File: src/design/double_ended_queue_core_macros.svh
// Assertion shorthands used by the deque controller.
// They expect signals named aclk and aresetn in the module that uses them.
`ifndef DOUBLE_ENDED_QUEUE_CORE_MACROS_SVH
`define DOUBLE_ENDED_QUEUE_CORE_MACROS_SVH

// The property must hold at every clock edge outside reset.
`define DEQ_ASSERT(label, prop, msg) \
    label: assert property (@(posedge aclk) disable iff (!aresetn) (prop)) else $error(msg);

// The expression must never be true outside reset.
`define DEQ_NEVER(label, expr, msg) \
    label: assert property (@(posedge aclk) disable iff (!aresetn) !(expr)) else $error(msg);

`endif

File: src/design/deq_pkg.sv
`timescale 1ns / 1ps

package deq_pkg;

    localparam int DATA_W   = 32;
    localparam int CMD_W    = 3;
    localparam int STATUS_W = 2;

    typedef enum logic [CMD_W-1:0] {
        CMD_PUSH_REAR  = 3'd0,
        CMD_PUSH_FRONT = 3'd1,
        CMD_POP_FRONT  = 3'd2,
        CMD_POP_REAR   = 3'd3,
        CMD_LIST       = 3'd4
    } cmd_t;

    typedef enum logic [STATUS_W-1:0] {
        ST_OK    = 2'd0,
        ST_EMPTY = 2'd1,
        ST_FULL  = 2'd2
    } status_t;

    typedef enum logic {
        S_IDLE,
        S_READ
    } state_t;

    // Memory port strobes.
    typedef struct packed {
        logic we;
        logic re;
    } mem_ctl_t;

    // Tells the output stage to capture a result beat.
    typedef struct packed {
        logic    load;
        logic    from_mem;
        status_t status;
        logic    last;
    } out_ctl_t;

endpackage

File: src/design/deq_ram.sv
`timescale 1ns / 1ps

module deq_ram
    import deq_pkg::*;
#(
    parameter int DEPTH = 16,
    parameter int AW    = 4
) (
    input  logic              aclk,
    input  mem_ctl_t          ctl,
    input  logic [AW-1:0]     addr,
    input  logic [DATA_W-1:0] wdata,
    output logic [DATA_W-1:0] rdata
);

    logic [DATA_W-1:0] mem_array [DEPTH];
    logic [DATA_W-1:0] rdata_reg;

    always_ff @(posedge aclk) begin
        if (ctl.we) begin
            mem_array[addr] <= wdata;
        end
        // Read data holds until the next read strobe.
        if (ctl.re) begin
            rdata_reg <= mem_array[addr];
        end
    end

    assign rdata = rdata_reg;

endmodule

File: src/design/deq_ctrl.sv
`timescale 1ns / 1ps

module deq_ctrl
    import deq_pkg::*;
#(
    parameter int DEPTH = 16,
    parameter int AW    = 4,
    parameter int CW    = 5
) (
    input  logic          aclk,
    input  logic          aresetn,
    input  logic          s_valid,
    input  cmd_t          cmd,
    input  logic          out_free,
    output logic          s_ready,
    output mem_ctl_t      mem_ctl,
    output logic [AW-1:0] mem_addr,
    output out_ctl_t      out_ctl
);

`include "double_ended_queue_core_macros.svh"

    state_t        state_reg, state_next;
    logic [AW-1:0] head_reg, head_next;
    logic [CW-1:0] occ_reg, occ_next;
    logic [AW-1:0] rd_addr_reg, rd_addr_next;
    logic [CW-1:0] idx_reg, idx_next;
    logic          list_reg, list_next;

    logic          accept;
    logic          full;
    logic          empty;
    logic [CW-1:0] occ_dec;
    logic [AW-1:0] tail_addr;
    logic [AW-1:0] rear_addr;
    logic [AW-1:0] head_dec;
    logic [AW-1:0] head_inc;
    logic [AW-1:0] rd_addr_inc;
    logic          beat_last;

    // Ring index arithmetic: base plus offset, wrapped once into 0..DEPTH-1.
    function automatic logic [AW-1:0] ring_add(input logic [AW-1:0] base,
                                               input logic [CW-1:0] off);
        logic [CW:0] sum;
        sum = (CW+1)'(base) + (CW+1)'(off);
        if (sum >= (CW+1)'(DEPTH)) begin
            sum = sum - (CW+1)'(DEPTH);
        end
        return sum[AW-1:0];
    endfunction

    assign full        = (occ_reg == CW'(DEPTH));
    assign empty       = (occ_reg == '0);
    assign occ_dec     = occ_reg - 1'b1;
    assign tail_addr   = ring_add(head_reg, occ_reg);
    assign rear_addr   = ring_add(head_reg, occ_dec);
    assign head_inc    = ring_add(head_reg, CW'(1));
    assign head_dec    = (head_reg == '0) ? AW'(DEPTH - 1) : head_reg - 1'b1;
    assign rd_addr_inc = ring_add(rd_addr_reg, CW'(1));
    assign beat_last   = !list_reg || (idx_reg == occ_dec);

    assign s_ready = (state_reg == S_IDLE) && out_free;
    assign accept  = s_valid && s_ready;

    always_ff @(posedge aclk) begin
        if (!aresetn) begin
            state_reg <= S_IDLE;
            head_reg  <= '0;
            occ_reg   <= '0;
        end else begin
            state_reg <= state_next;
            head_reg  <= head_next;
            occ_reg   <= occ_next;
        end
        rd_addr_reg <= rd_addr_next;
        idx_reg     <= idx_next;
        list_reg    <= list_next;
    end

    always_comb begin
        state_next       = state_reg;
        head_next        = head_reg;
        occ_next         = occ_reg;
        rd_addr_next     = rd_addr_reg;
        idx_next         = idx_reg;
        list_next        = list_reg;
        mem_ctl          = '0;
        mem_addr         = head_reg;
        out_ctl.load     = 1'b0;
        out_ctl.from_mem = 1'b0;
        out_ctl.status   = ST_OK;
        out_ctl.last     = 1'b1;

        case (state_reg)
            S_IDLE: begin
                if (accept) begin
                    case (cmd)
                        CMD_PUSH_REAR, CMD_PUSH_FRONT: begin
                            out_ctl.load = 1'b1;
                            if (full) begin
                                out_ctl.status = ST_FULL;
                            end else begin
                                mem_ctl.we = 1'b1;
                                occ_next   = occ_reg + 1'b1;
                                if (cmd == CMD_PUSH_REAR) begin
                                    mem_addr = tail_addr;
                                end else begin
                                    mem_addr  = head_dec;
                                    head_next = head_dec;
                                end
                            end
                        end
                        CMD_POP_FRONT, CMD_POP_REAR, CMD_LIST: begin
                            if (empty) begin
                                out_ctl.load   = 1'b1;
                                out_ctl.status = ST_EMPTY;
                            end else begin
                                mem_ctl.re   = 1'b1;
                                state_next   = S_READ;
                                idx_next     = '0;
                                list_next    = (cmd == CMD_LIST);
                                rd_addr_next = head_reg;
                                if (cmd == CMD_POP_FRONT) begin
                                    head_next = head_inc;
                                    occ_next  = occ_dec;
                                end else if (cmd == CMD_POP_REAR) begin
                                    mem_addr = rear_addr;
                                    occ_next = occ_dec;
                                end
                            end
                        end
                        default: begin
                            // Unused command codes are consumed silently.
                        end
                    endcase
                end
            end
            S_READ: begin
                if (out_free) begin
                    out_ctl.load     = 1'b1;
                    out_ctl.from_mem = 1'b1;
                    out_ctl.last     = beat_last;
                    if (beat_last) begin
                        state_next = S_IDLE;
                    end else begin
                        mem_ctl.re   = 1'b1;
                        mem_addr     = rd_addr_inc;
                        rd_addr_next = rd_addr_inc;
                        idx_next     = idx_reg + 1'b1;
                    end
                end
            end
            default: begin
                state_next = S_IDLE;
            end
        endcase
    end

    `DEQ_NEVER(a_occ_range, occ_reg > CW'(DEPTH), "occupancy beyond capacity")
    `DEQ_NEVER(a_head_range, (AW+1)'(head_reg) >= (AW+1)'(DEPTH), "head pointer out of range")
    `DEQ_NEVER(a_no_write_in_read, (state_reg == S_READ) && mem_ctl.we, "write during read phase")
    `DEQ_ASSERT(a_push_grows, (accept && !full && (cmd == CMD_PUSH_REAR || cmd == CMD_PUSH_FRONT)) |=> (occ_reg == $past(occ_reg) + 1'b1), "push did not grow occupancy")
    `DEQ_ASSERT(a_list_frozen, (state_reg == S_READ) |=> (head_reg == $past(head_reg)), "head moved during read phase")

endmodule

File: src/design/double_ended_queue_core.sv
`timescale 1ns / 1ps

// Double-ended queue of signed 32-bit values held in a ring buffer of DEPTH
// entries. Each input beat is one command in s_tuser: push at the rear, push
// at the front, pop from the front, pop from the rear, or list the contents.
// Each push or pop yields one result beat with m_tlast set; list yields one
// beat per stored element from front to rear with m_tlast on the rear one
// (or a single empty-status beat when nothing is stored). Codes 5 to 7 are
// accepted and ignored, with no result beat. A push is answered in the cycle
// after it is taken, so pushes run at one command per cycle while m_tready
// keeps the output free. A pop or a non-empty list first reads the storage
// memory (single-port) into its read register, and a list then yields one
// element per cycle while the output is free. Commands are taken only while
// no read is in flight and the output register is free or being emptied. A
// push into a full queue leaves it unchanged and reports full status; a pop
// on an empty queue reports underflow. Storage is not cleared at reset: only
// live entries are read.
module double_ended_queue_core
    import deq_pkg::*;
#(
    parameter int DEPTH = 16
) (
    input  logic                aclk,
    input  logic                aresetn,

    input  logic                s_tvalid,
    output logic                s_tready,
    input  logic [DATA_W-1:0]   s_tdata,   // [31:0] value
    input  logic [CMD_W-1:0]    s_tuser,   // [2:0] cmd

    output logic                m_tvalid,
    input  logic                m_tready,
    output logic [DATA_W-1:0]   m_tdata,   // [31:0] value_res
    output logic [STATUS_W-1:0] m_tuser,   // [1:0] status
    output logic                m_tlast
);

    localparam int AW = $clog2(DEPTH);
    localparam int CW = $clog2(DEPTH + 1);

    mem_ctl_t          mem_ctl;
    logic [AW-1:0]     mem_addr;
    logic [DATA_W-1:0] mem_rdata;
    out_ctl_t          out_ctl;
    logic              out_free;

    // The result beat lives in a single output register. It may be refilled
    // in the same cycle in which the sink takes the beat it holds.
    logic                m_tvalid_reg;
    logic [DATA_W-1:0]   m_tdata_reg;
    logic [STATUS_W-1:0] m_tuser_reg;
    logic                m_tlast_reg;

    assign out_free = !m_tvalid_reg || m_tready;

    deq_ctrl #(
        .DEPTH (DEPTH),
        .AW    (AW),
        .CW    (CW)
    ) u_ctrl (
        .aclk     (aclk),
        .aresetn  (aresetn),
        .s_valid  (s_tvalid),
        .cmd      (cmd_t'(s_tuser)),
        .out_free (out_free),
        .s_ready  (s_tready),
        .mem_ctl  (mem_ctl),
        .mem_addr (mem_addr),
        .out_ctl  (out_ctl)
    );

    // Pushed values go straight from the input beat into the memory.
    deq_ram #(
        .DEPTH (DEPTH),
        .AW    (AW)
    ) u_ram (
        .aclk  (aclk),
        .ctl   (mem_ctl),
        .addr  (mem_addr),
        .wdata (s_tdata),
        .rdata (mem_rdata)
    );

    always_ff @(posedge aclk) begin
        if (!aresetn) begin
            m_tvalid_reg <= 1'b0;
        end else if (out_ctl.load) begin
            m_tvalid_reg <= 1'b1;
        end else if (m_tready) begin
            m_tvalid_reg <= 1'b0;
        end
        // Status beats and push acknowledgements carry a zero value.
        if (out_ctl.load) begin
            m_tdata_reg <= out_ctl.from_mem ? mem_rdata : '0;
            m_tuser_reg <= out_ctl.status;
            m_tlast_reg <= out_ctl.last;
        end
    end

    assign m_tvalid = m_tvalid_reg;
    assign m_tdata  = m_tdata_reg;
    assign m_tuser  = m_tuser_reg;
    assign m_tlast  = m_tlast_reg;

endmodule
File: config.mk
export PLATFORM = sky130hd
export DESIGN_NAME = double_ended_queue_core
export DESIGN_NICKNAME = d
export VERILOG_FILES = /design/src/design/deq_pkg.sv /design/src/design/deq_ram.sv /design/src/design/deq_ctrl.sv /design/src/design/double_ended_queue_core.sv
export VERILOG_INCLUDE_DIRS = /design/src /design/src/design
export SDC_FILE = /design/constraint.sdc
export NUM_CORES = 1
export LEC_CHECK = 0
export BUFFER_PORTS_ARGS = -buffer_cell sky130_fd_sc_hd__buf_2
export CAP_MARGIN = 40
export CORE_MARGIN = 8
export CORE_UTILIZATION = 56
export DETAILED_ROUTE_END_ITERATION = 8
export PLACE_DENSITY = 0.82
export SYNTH_ARGS = -nofsm -noshare
export SYNTH_HDL_FRONTEND = slang
export SYNTH_SLANG_ARGS = --single-unit
File: constraint.sdc
create_clock -name aclk -period 4.4 [get_ports aclk]
set_clock_uncertainty 0.1 [all_clocks]
set_input_delay 0.66 -clock aclk [delete_from_list [all_inputs] [get_ports aclk]]
set_output_delay 0.66 -clock aclk [all_outputs]
set_load 0.01 [all_outputs]
Word level (Yosys, flattened, before mapping)
Memory sizes are Yosys's and may differ from the RTL's. A register that Yosys moved wholly into a read port is not among the register bits.
Index checks and enable logic that the tools add are counted.
Widths: inputs -> output; s select.
{"block": "word_totals", "ff_bits": 56, "mem_bits_rw": 512, "input_bits": 39, "out_inout_bits": 37, "wordCells": 127, "mem_count": 1}
{"name": "u_ram.mem_array", "words": 16, "word_bits": 32, "read_ports": 1, "rd_clocked_by_memory_dff": 1, "write_ports": 1, "line": "deq_ram.sv:16", "source": "logic [DATA_W-1:0] mem_array [DEPTH];"}
{"block": "classes", "add_sub_neg": 12, "order_cmp": 4, "n_eq_ne": 16, "mux": 62, "bitwise": 3, "reduce_logical": 19}
{"operator": "$mux 4", "count": 22}
{"operator": "$mux 5", "count": 9}
{"operator": "$pmux 4 s2", "count": 4}
{"operator": "$pmux 5 s2", "count": 2}
{"operator": "$sub 4x1->4 const B", "count": 5}
{"operator": "$mux 1", "count": 17}
{"operator": "$add 4x5->6", "count": 2}
{"operator": "$ge 6x5->1 const B", "count": 2}
{"operator": "$ne 2x2->1 const B", "count": 6}
{"operator": "$add 4x1->5 const B", "count": 2}
{"operator": "$add 5x1->5 const B", "count": 2}
{"operator": "$ge 5x5->1 const B", "count": 2}
{"operator": "$pmux 1 s2", "count": 4}
{"operator": "$reduce_and 7->1", "count": 1}
{"operator": "$eq 3x2->1 const B", "count": 2}
{"operator": "$mux 2", "count": 3}
{"operator": "$ne 2x1->1 const B", "count": 3}
{"operator": "$reduce_and 6->1", "count": 1}
{"operator": "$eq 5x5->1", "count": 1}
{"operator": "$eq 5x5->1 const B", "count": 1}
{"operator": "$logic_not 5->1", "count": 1}
{"operator": "$reduce_and 5->1", "count": 1}
{"operator": "$sub 5x1->5 const B", "count": 1}
{"operator": "$logic_not 4->1", "count": 1}
{"operator": "other kinds (14)", "count": 21}

Longest topological paths before layout
Gate-level depths: netlist (run 1).
{"block": "depth", "ltp_word": 10, "depth_mapped": 15, "mapped_depth_nobuf": 12}

Modules after synthesis
Synthesis (run 1) repeated with hierarchy kept, for this count alone.
{"block": "unflattened", "hier_cells": 1139, "hier_area_um2": 23457.5}
{"mod": "deq_ram", "n_inst": 1, "cells_per_inst": 840, "area_each_um2": 20183.1, "seq_area_each_um2": 16335.7}
{"mod": "deq_ctrl", "n_inst": 1, "cells_per_inst": 225, "area_each_um2": 1930.6, "seq_area_each_um2": 500.5}
{"mod": "double_ended_queue_core", "n_inst": 1, "cells_per_inst": 74, "area_each_um2": 1343.8, "seq_area_each_um2": 1071.0}

Worst setup path after synthesis (run 1)
OpenSTA, ideal clock, no wires.
{"block": "synth_path", "path_kind": "register -> register", "startpoint": "reg u_ctrl.occ_reg[0]", "endpoint": "mem u_ram.mem_array[3][0] (enable)", "setup_time_ns": 0.421, "arrival_time_ns": 4.097, "setup_slack_ns": -0.218, "path_stages_with_launch": 13, "n_path_buf": 3, "synth_period_minus_slack_ns": 4.618, "cell_sequence": "dfxtp_1 > inv_1 > ha_1 > fa_1 > nand4b_1 > a21oi_1 > a41oi_1 > nand2_1 > buf_2 > buf_2 > clkbuf_1 > nand3_1 > nor2_1"}
{"block": "synth_between", "elab_chain_len": 10}
{"item": "from (decl)", "line": "deq_ctrl.sv:25", "source": "logic [CW-1:0] occ_reg, occ_next;"}
{"item": "from (signal assigned)", "line": "deq_ctrl.sv:73", "source": "occ_reg <= occ_next;"}
{"item": "$sub 5x1->5", "line": "deq_ctrl.sv:54", "source": "assign occ_dec = occ_reg - 1'b1;"}
{"item": "$add 4x5->6", "line": "deq_ctrl.sv:45", "source": "sum = (CW+1)'(base) + (CW+1)'(off);"}
{"item": "$ge 6x5->1 / $sub 4x1->4 (equally long branches)", "line": "deq_ctrl.sv:46, deq_ctrl.sv:47"}
{"item": "$mux 4", "line": "deq_ctrl.sv:46", "source": "if (sum >= (CW+1)'(DEPTH)) begin"}
{"item": "$mux 4", "line": "deq_ctrl.sv:126", "source": "end else if (cmd == CMD_POP_REAR) begin"}
{"item": "$mux 4", "line": "deq_ctrl.sv:123", "source": "if (cmd == CMD_POP_FRONT) begin"}
{"item": "$mux 4", "line": "deq_ctrl.sv:114", "source": "if (empty) begin"}
{"item": "$pmux 4 s2", "line": "deq_ctrl.sv:97", "source": "case (cmd)"}
{"item": "$mux 4", "line": "deq_ctrl.sv:96", "source": "if (accept) begin"}
{"item": "$pmux 4 s2", "line": "deq_ctrl.sv:94", "source": "case (state_reg)"}
{"item": "to (decl)", "line": "deq_ram.sv:16"}
Parallel ways exist; a longest one is shown, timed or not.

Final worst setup path (run 1)
{"block": "layout_path", "startpoint": "reg u_ctrl.occ_reg[0]", "endpoint": "reg u_ram.rdata_reg[8], in the netlist u_ram.rdata[8], read port of u_ram.mem_array, data pin"}
{"block": "layout_between", "elab_chain_len": 10}
{"item": "$sub 5x1->5", "line": "deq_ctrl.sv:54"}
{"item": "$add 4x5->6", "line": "deq_ctrl.sv:45"}
{"item": "$ge 6x5->1 / $sub 4x1->4 (equally long branches)", "line": "deq_ctrl.sv:46, deq_ctrl.sv:47"}
{"item": "$mux 4", "line": "deq_ctrl.sv:46"}
{"item": "$mux 4", "line": "deq_ctrl.sv:126"}
{"item": "$mux 4", "line": "deq_ctrl.sv:123"}
{"item": "$mux 4", "line": "deq_ctrl.sv:114"}
{"item": "$pmux 4 s2", "line": "deq_ctrl.sv:97"}
{"item": "$mux 4", "line": "deq_ctrl.sv:96"}
{"item": "$pmux 4 s2", "line": "deq_ctrl.sv:94"}
{"item": "to (decl)", "line": "deq_ram.sv:17", "source": "logic [DATA_W-1:0] rdata_reg;"}
Parallel ways exist; a longest one is shown, timed or not.
A chain may end at the register's enable or synchronous reset.

==> flow_summary.json, run 1 <==
{
  "outcome": "completed",
  "cts_setup_buffers": 0,
  "grt_pass1_vias": 15504,
  "drv_slew": 0,
  "die_h_um": 225,
  "gp_congestion": 0.955,
  "cts_sinks": 600,
  "max_cap_viol_count": 0,
  "clkLatencyLatePin_ns": 0.61,
  "end_kind": "register",
  "hpwl_mm": 36.0,
  "ys_seq_area_share_pct": 72.9,
  "worstRegToRegCells": 11,
  "synth_nets": 1687,
  "total_power_uw": 12500,
  "ios": 76,
  "powerDensity_mw_per_mm2": 447,
  "syn-cell-area_mm2": 0.0245,
  "avgSynthCellArea_um2": 15.0,
  "htreeDepth": 2,
  "relSlewSlack_pct": 36.4,
  "grt_first_pass_wirelength_mm": 94.5,
  "synthCells": 1634,
  "fmax_mhz": 235,
  "num_vias": 15686,
  "worst_slack_ns": 0.147,
  "port_buffers": 75,
  "hold_viol_final": 0,
  "setup_viol": 0,
  "drt-wirelength-per-cell_um": 26.8,
  "r2r-end": "u_ram.rdata[8]",
  "viasPerCell": 6.69,
  "pre_cts_ws_ns": 0.232,
  "synth_ff_type": "edfxtp_1",
  "track_usage_pct": 24.3,
  "drt_iter0_markers": 2106,
  "hp-class": "in2reg",
  "crit_slowest_cell": "or4b_1",
  "synth_cell_types": 64,
  "period_needed_ns": 4.25,
  "nets": 1762,
  "clkTransAtPathRegs_ns": 0.06,
  "crit_chain": "inv_1, ha_1, or4b_1, and3_4, a32oi_1, nor2_1, o31a_2, buf_4, a2111oi_0, nor4_1, a211o_1",
  "irDropWorstVdd_uv": 373,
  "worst_slew_pin_slew_ns": 0.954,
  "antenna_found_initial": 0,
  "cts_tree": "yes",
  "final_antenna_net_count": 0,
  "route.detailed.drc": 0,
  "finalSetupTns_ns": 0,
  "largest_reg_flops": 512,
  "core-area_mm2": 0.0432,
  "start_util_pct": 56.9,
  "nFillCells": 2950,
  "yosys_warnings": 0,
  "ys_ff_latch": 600,
  "critPathKind": "reg2reg",
  "stdcell_count": 2344,
  "dp_cells": 2235,
  "total_leakage_power_uw": 0.00952,
  "layout_commonest_cell": "edfxtp_1",
  "wirelength_mm": 62.7,
  "rows": 76,
  "drive_gt1_share_pct": 16.5,
  "arrival_ns": 4.51,
  "grt_max_degree": 85,
  "cts_made_buffers": 57,
  "r2r_setup_slack_ns": 0.15,
  "finalCritPeriodShare_pct": 96.7,
  "holdPathStages": 2,
  "die_area_mm2": 0.0508,
  "synthArstFlopShare_pct": 0,
  "root_buffer": "clkbuf_16",
  "crit_required_ns": 4.66,
  "most-common-layout-cells": "edfxtp_1, and3_1, nand2_1",
  "clockBufferDepth": 3,
  "crit_start": "u_ctrl.occ_reg[0]",
  "die_w_um": 225,
  "dr.pass1.iters": 6,
  "crit_end": "u_ram.rdata[8]",
  "syn_to_final_growth_pct": 13.5,
  "overflow": 0,
  "path_max_fanout": 69,
  "cpPeakStageDelay_ns": 0.61,
  "final_util_pct": 64.5,
  "start_kind": "register",
  "synth_edf_count": 589,
  "r2r_start": "u_ctrl.occ_reg[0]"
}
==> repair_timing <==
action                                  4_1_cts  5_1_grt
resized for setup                             0        5
hold buffers                                  0        0
endpoints found under the setup margin        0        3
==> critical path: cells and delay by family (launching register included) <==
kind	cells	cell delay, ns
simple gates	4	1.14
flops	1	0.38
buf+inv	2	0.50
fa+ha+maj	1	0.36
compound gates	4	1.47
==> per-stage QoR <==
step	hold slack, ns	cell area, um^2
floorplan	0.428	24600
global placement	0.434	26000
detailed placement	0.441	26000
CTS	0.268	27800
global route	0.298	27900
finish	0.300	27900
==> how the worst min path moves through the flow <==
| stage | endpoint | startpoint | slack (ns) |
|---|---|---|---|
| after global placement | m_tdata[4] | u_ram.rdata[4] | 0.43 |
| after detailed placement | m_tdata[6] | u_ram.rdata[6] | 0.44 |
| after global routing | u_ctrl.head_reg[1] | aresetn | 0.30 |
| after CTS | u_ctrl.head_reg[1] | aresetn | 0.27 |
| after floorplan | m_tdata[0] | u_ram.rdata[0] | 0.43 |
| final | u_ctrl.head_reg[1] | aresetn | 0.30 |
==> report_power, final <==
group / internal [uW] / switching (uW)
Combinational: 460 / 865
Sequential: 6400 / 39.8
Clock: 2600 / 2100
==> routing by layer <==
metal	part of all wire (%)	wire [um]	global-route usage [%]	vias up
li1	-	-	-	6694
met1	39	24400	32.9	7737
met2	47	29300	38.2	1084
met3	10	6570	4.87	171
met4	3.9	2470	10.1	0
met5	0	0	0	-
==> cells in the mapped netlist (14+ instances only) <==
master,instances,share of area (%)
and3_1,131,3.3
o22ai_1,33,0.84
xnor2_1,14,0.50
clkbuf_1,93,1.4
buf_2,28,0.57
nand3_1,79,1.6
nor2_1,31,0.47
nand2_1,113,1.7
edfxtp_1,589,72
mux2i_1,67,2.7
nor4_1,33,0.84
a41o_1,31,1.3
a21oi_1,76,1.5
o21ai_0,41,0.84
a2111oi_0,84,3.0
a211o_1,34,1.2
==> area by class of cell <==
class	count	area (um^2)	share of cell area [%]
well taps	585	732	2.63
clock inverters	41	318	1.14
multi-input cells	886	6210	22.3
repair buffers	153	1170	4.21
clock buffers	65	1480	5.30
inverters	11	41.3	0.148
flip-flops and latches	600	17900	64.3
diodes	3	7.51	0.0269
==> cell families (layout without fill, tap and decap cells) <==
group                    after synthesis  in the layout  share of synthesized area [%]
multiplexers                          67             67                           2.73
flip-flops                           600            600                           72.9
AO/OA/AOI/OAI                        350            350                           10.7
buffers and inverters                148            270                           2.73
XOR/XNOR                              25             25                          0.892
AND/OR/NAND/NOR                      430            430                           9.21
adder cells (fa/ha/maj)               14             14                          0.775
other                                  0              3                              0
Power figures use the tool's default switching activity.
==> run 2, diff against run 1 <==
--- a/config.mk
+++ b/config.mk
@@ -8,10 +8,13 @@
 export LEC_CHECK = 0
 export BUFFER_PORTS_ARGS = -buffer_cell sky130_fd_sc_hd__buf_2
 export CAP_MARGIN = 40
+export CELL_PAD_IN_SITES_DETAIL_PLACEMENT = 0
+export CELL_PAD_IN_SITES_GLOBAL_PLACEMENT = 1
 export CORE_MARGIN = 8
-export CORE_UTILIZATION = 56
+export CORE_UTILIZATION = 48
 export DETAILED_ROUTE_END_ITERATION = 8
 export PLACE_DENSITY = 0.82
+export SETUP_SLACK_MARGIN = 0.4
 export SYNTH_ARGS = -nofsm -noshare
 export SYNTH_HDL_FRONTEND = slang
 export SYNTH_SLANG_ARGS = --single-unit
==> flow_summary.json, run 2 (synthesis results as in run 1) <==
{
  "outcome": "completed",
  "path_max_fanout": 18,
  "diodes": 0,
  "layout_commonest_cell": "edfxtp_1",
  "dr.pass1.iters": 5,
  "crit_required_ns": 4.76,
  "cts_made_buffers": 58,
  "cts_sinks": 600,
  "grt_pass1_vias": 15131,
  "drive_gt1_share_pct": 19.1,
  "most-common-layout-cells": "edfxtp_1, and3_1, nand2_1",
  "largest_reg_flops": 512,
  "clockBufferDepth": 3,
  "viasPerCell": 6.12,
  "wirelength_mm": 60.9,
  "rsz0062_at_grt": "no",
  "nets": 1801,
  "hp-class": "in2reg",
  "drt-wirelength-per-cell_um": 24.6,
  "root_buffer": "clkbuf_16",
  "grt_max_degree": 72,
  "hold_viol_final": 0,
  "die_h_um": 242,
  "antenna_found_initial": 0,
  "holdBufCountCts": 0,
  "drt_iter0_markers": 1605,
  "setup_viol": 0,
  "core-area_mm2": 0.0510,
  "die_w_um": 242,
  "die_area_mm2": 0.0586,
  "ios": 76,
  "track_usage_pct": 20.1,
  "start_util_pct": 48.1,
  "irDropWorstVdd_uv": 294,
  "hpwl_mm": 35.8,
  "crit_chain": "inv_1, ha_4, nor3b_2, a21oi_1, nand4_1, and2_1, o31ai_4, buf_6, a2111oi_0, nor4_1, a211o_1",
  "finalCritPeriodShare_pct": 87.4,
  "drv_slew": 0,
  "port_buffers": 75,
  "clkLatencyLatePin_ns": 0.63,
  "crit_slowest_cell": "o31ai_4",
  "arrival_ns": 4.21,
  "period_needed_ns": 3.85,
  "overflow": 0,
  "finalSetupTns_ns": 0,
  "end_kind": "register",
  "seqCellArea_mm2": 0.0179,
  "syn_to_final_growth_pct": 16.1,
  "nFillCells": 3904,
  "critPathKind": "reg2reg",
  "rows": 83,
  "final_util_pct": 55.9,
  "relSlewSlack_pct": 39.0,
  "worst_slew_pin_slew_ns": 0.915,
  "total_power_uw": 12800,
  "num_vias": 15168,
  "max_cap_viol_count": 0,
  "cts_tree": "yes",
  "clkTransAtPathRegs_ns": 0.06,
  "gp_congestion": 0.853,
  "powerDensity_mw_per_mm2": 449,
  "start_kind": "register",
  "cpPeakStageDelay_ns": 0.59,
  "final_antenna_net_count": 0,
  "total_leakage_power_uw": 0.00981,
  "multi_input_area_mm2": 0.00632,
  "route.detailed.drc": 0,
  "htreeDepth": 2,
  "fmax_mhz": 260,
  "grt_first_pass_wirelength_mm": 92.4
}
## run 2: cell count changes in the layout (fill, tap and decap cells not counted), sizes merged
cell / before / now
clkinvlp: 6 / 1
clkinv: 33 / 28
bufinv: 3 / 6
diode: 3 / 0
inv: 10 / 12
clkbuf: 65 / 74
nand2: 114 / 115
buf: 153 / 190
## run 2: final timing paths
path,start,to,slack (ns),depth (start not counted)
setup reg to reg,u_ctrl.occ_reg[1],u_ram.rdata[0],0.55,11
hold reg to reg,u_ram.rdata[6],m_tdata[6],0.45,1
hold / removal,s_tvalid,m_tvalid,0.27,3
setup / recovery,u_ctrl.occ_reg[1],u_ram.rdata[0],0.55,11
## run 2: layer usage
metal / GRT usage [%] / wire length (um) / share of wire, % / up-vias
met2: 32.6 / 29100 / 48 / 643
met5: 0 / 0 / 0 / -
li1: - / - / - / 6788
met4: 6.74 / 1870 / 3.1 / 0
met1: 27.3 / 25600 / 42 / 7627
met3: 3.44 / 4290 / 7.0 / 110
## run 2: repair_timing
action / in CTS / in global routing
hold endpoints to repair: 0 / 0
gates cloned: 0 / 1
resized for setup: 7 / 35
endpoints found under the setup margin: 397 / 423
setup buffers: 6 / 15
pin swaps: 3 / 6
## run 2: stage by stage
step,cell area [um^2],std cells,hold WS (ns),worst slack [ns]
2_1_floorplan,24600,1634,0.428,-0.192
6_report,28500,2478,0.274,0.553
3_3_place_gp,26300,2346,0.438,0.234
5_1_grt,28500,2478,0.278,0.429
3_5_place_dp,26300,2346,0.437,0.126
4_1_cts,28300,2462,0.241,0.413
## run 2: layout make-up
cell class | count | share of cell area [%]
sequential | 600 | 62.9
multi-input combinational | 887 | 22.2
clock buffer | 74 | 5.41
timing repair buffer | 190 | 5.15
tap | 680 | 2.99
clock inverter | 36 | 1.29
inverter | 11 | 0.145
## run 2: power breakdown
group | internal, uW | leakage (uW) | switching [uW]
combinational | 521 | 0.00345 | 874
sequential | 6400 | 0.00542 | 35.1
clock | 2840 | 0.000941 | 2110
## run 2: critical path, delay by kind of cell (launching register included)
| kind | cells | cell delay, ns |
|---|---|---|
| AND/OR/NAND/NOR | 4 | 1.29 |
| buffers and inverters | 2 | 0.43 |
| adder cells (fa/ha/maj) | 1 | 0.21 |
| flip-flops | 1 | 0.49 |
| AO/OA/AOI/OAI | 4 | 1.16 |
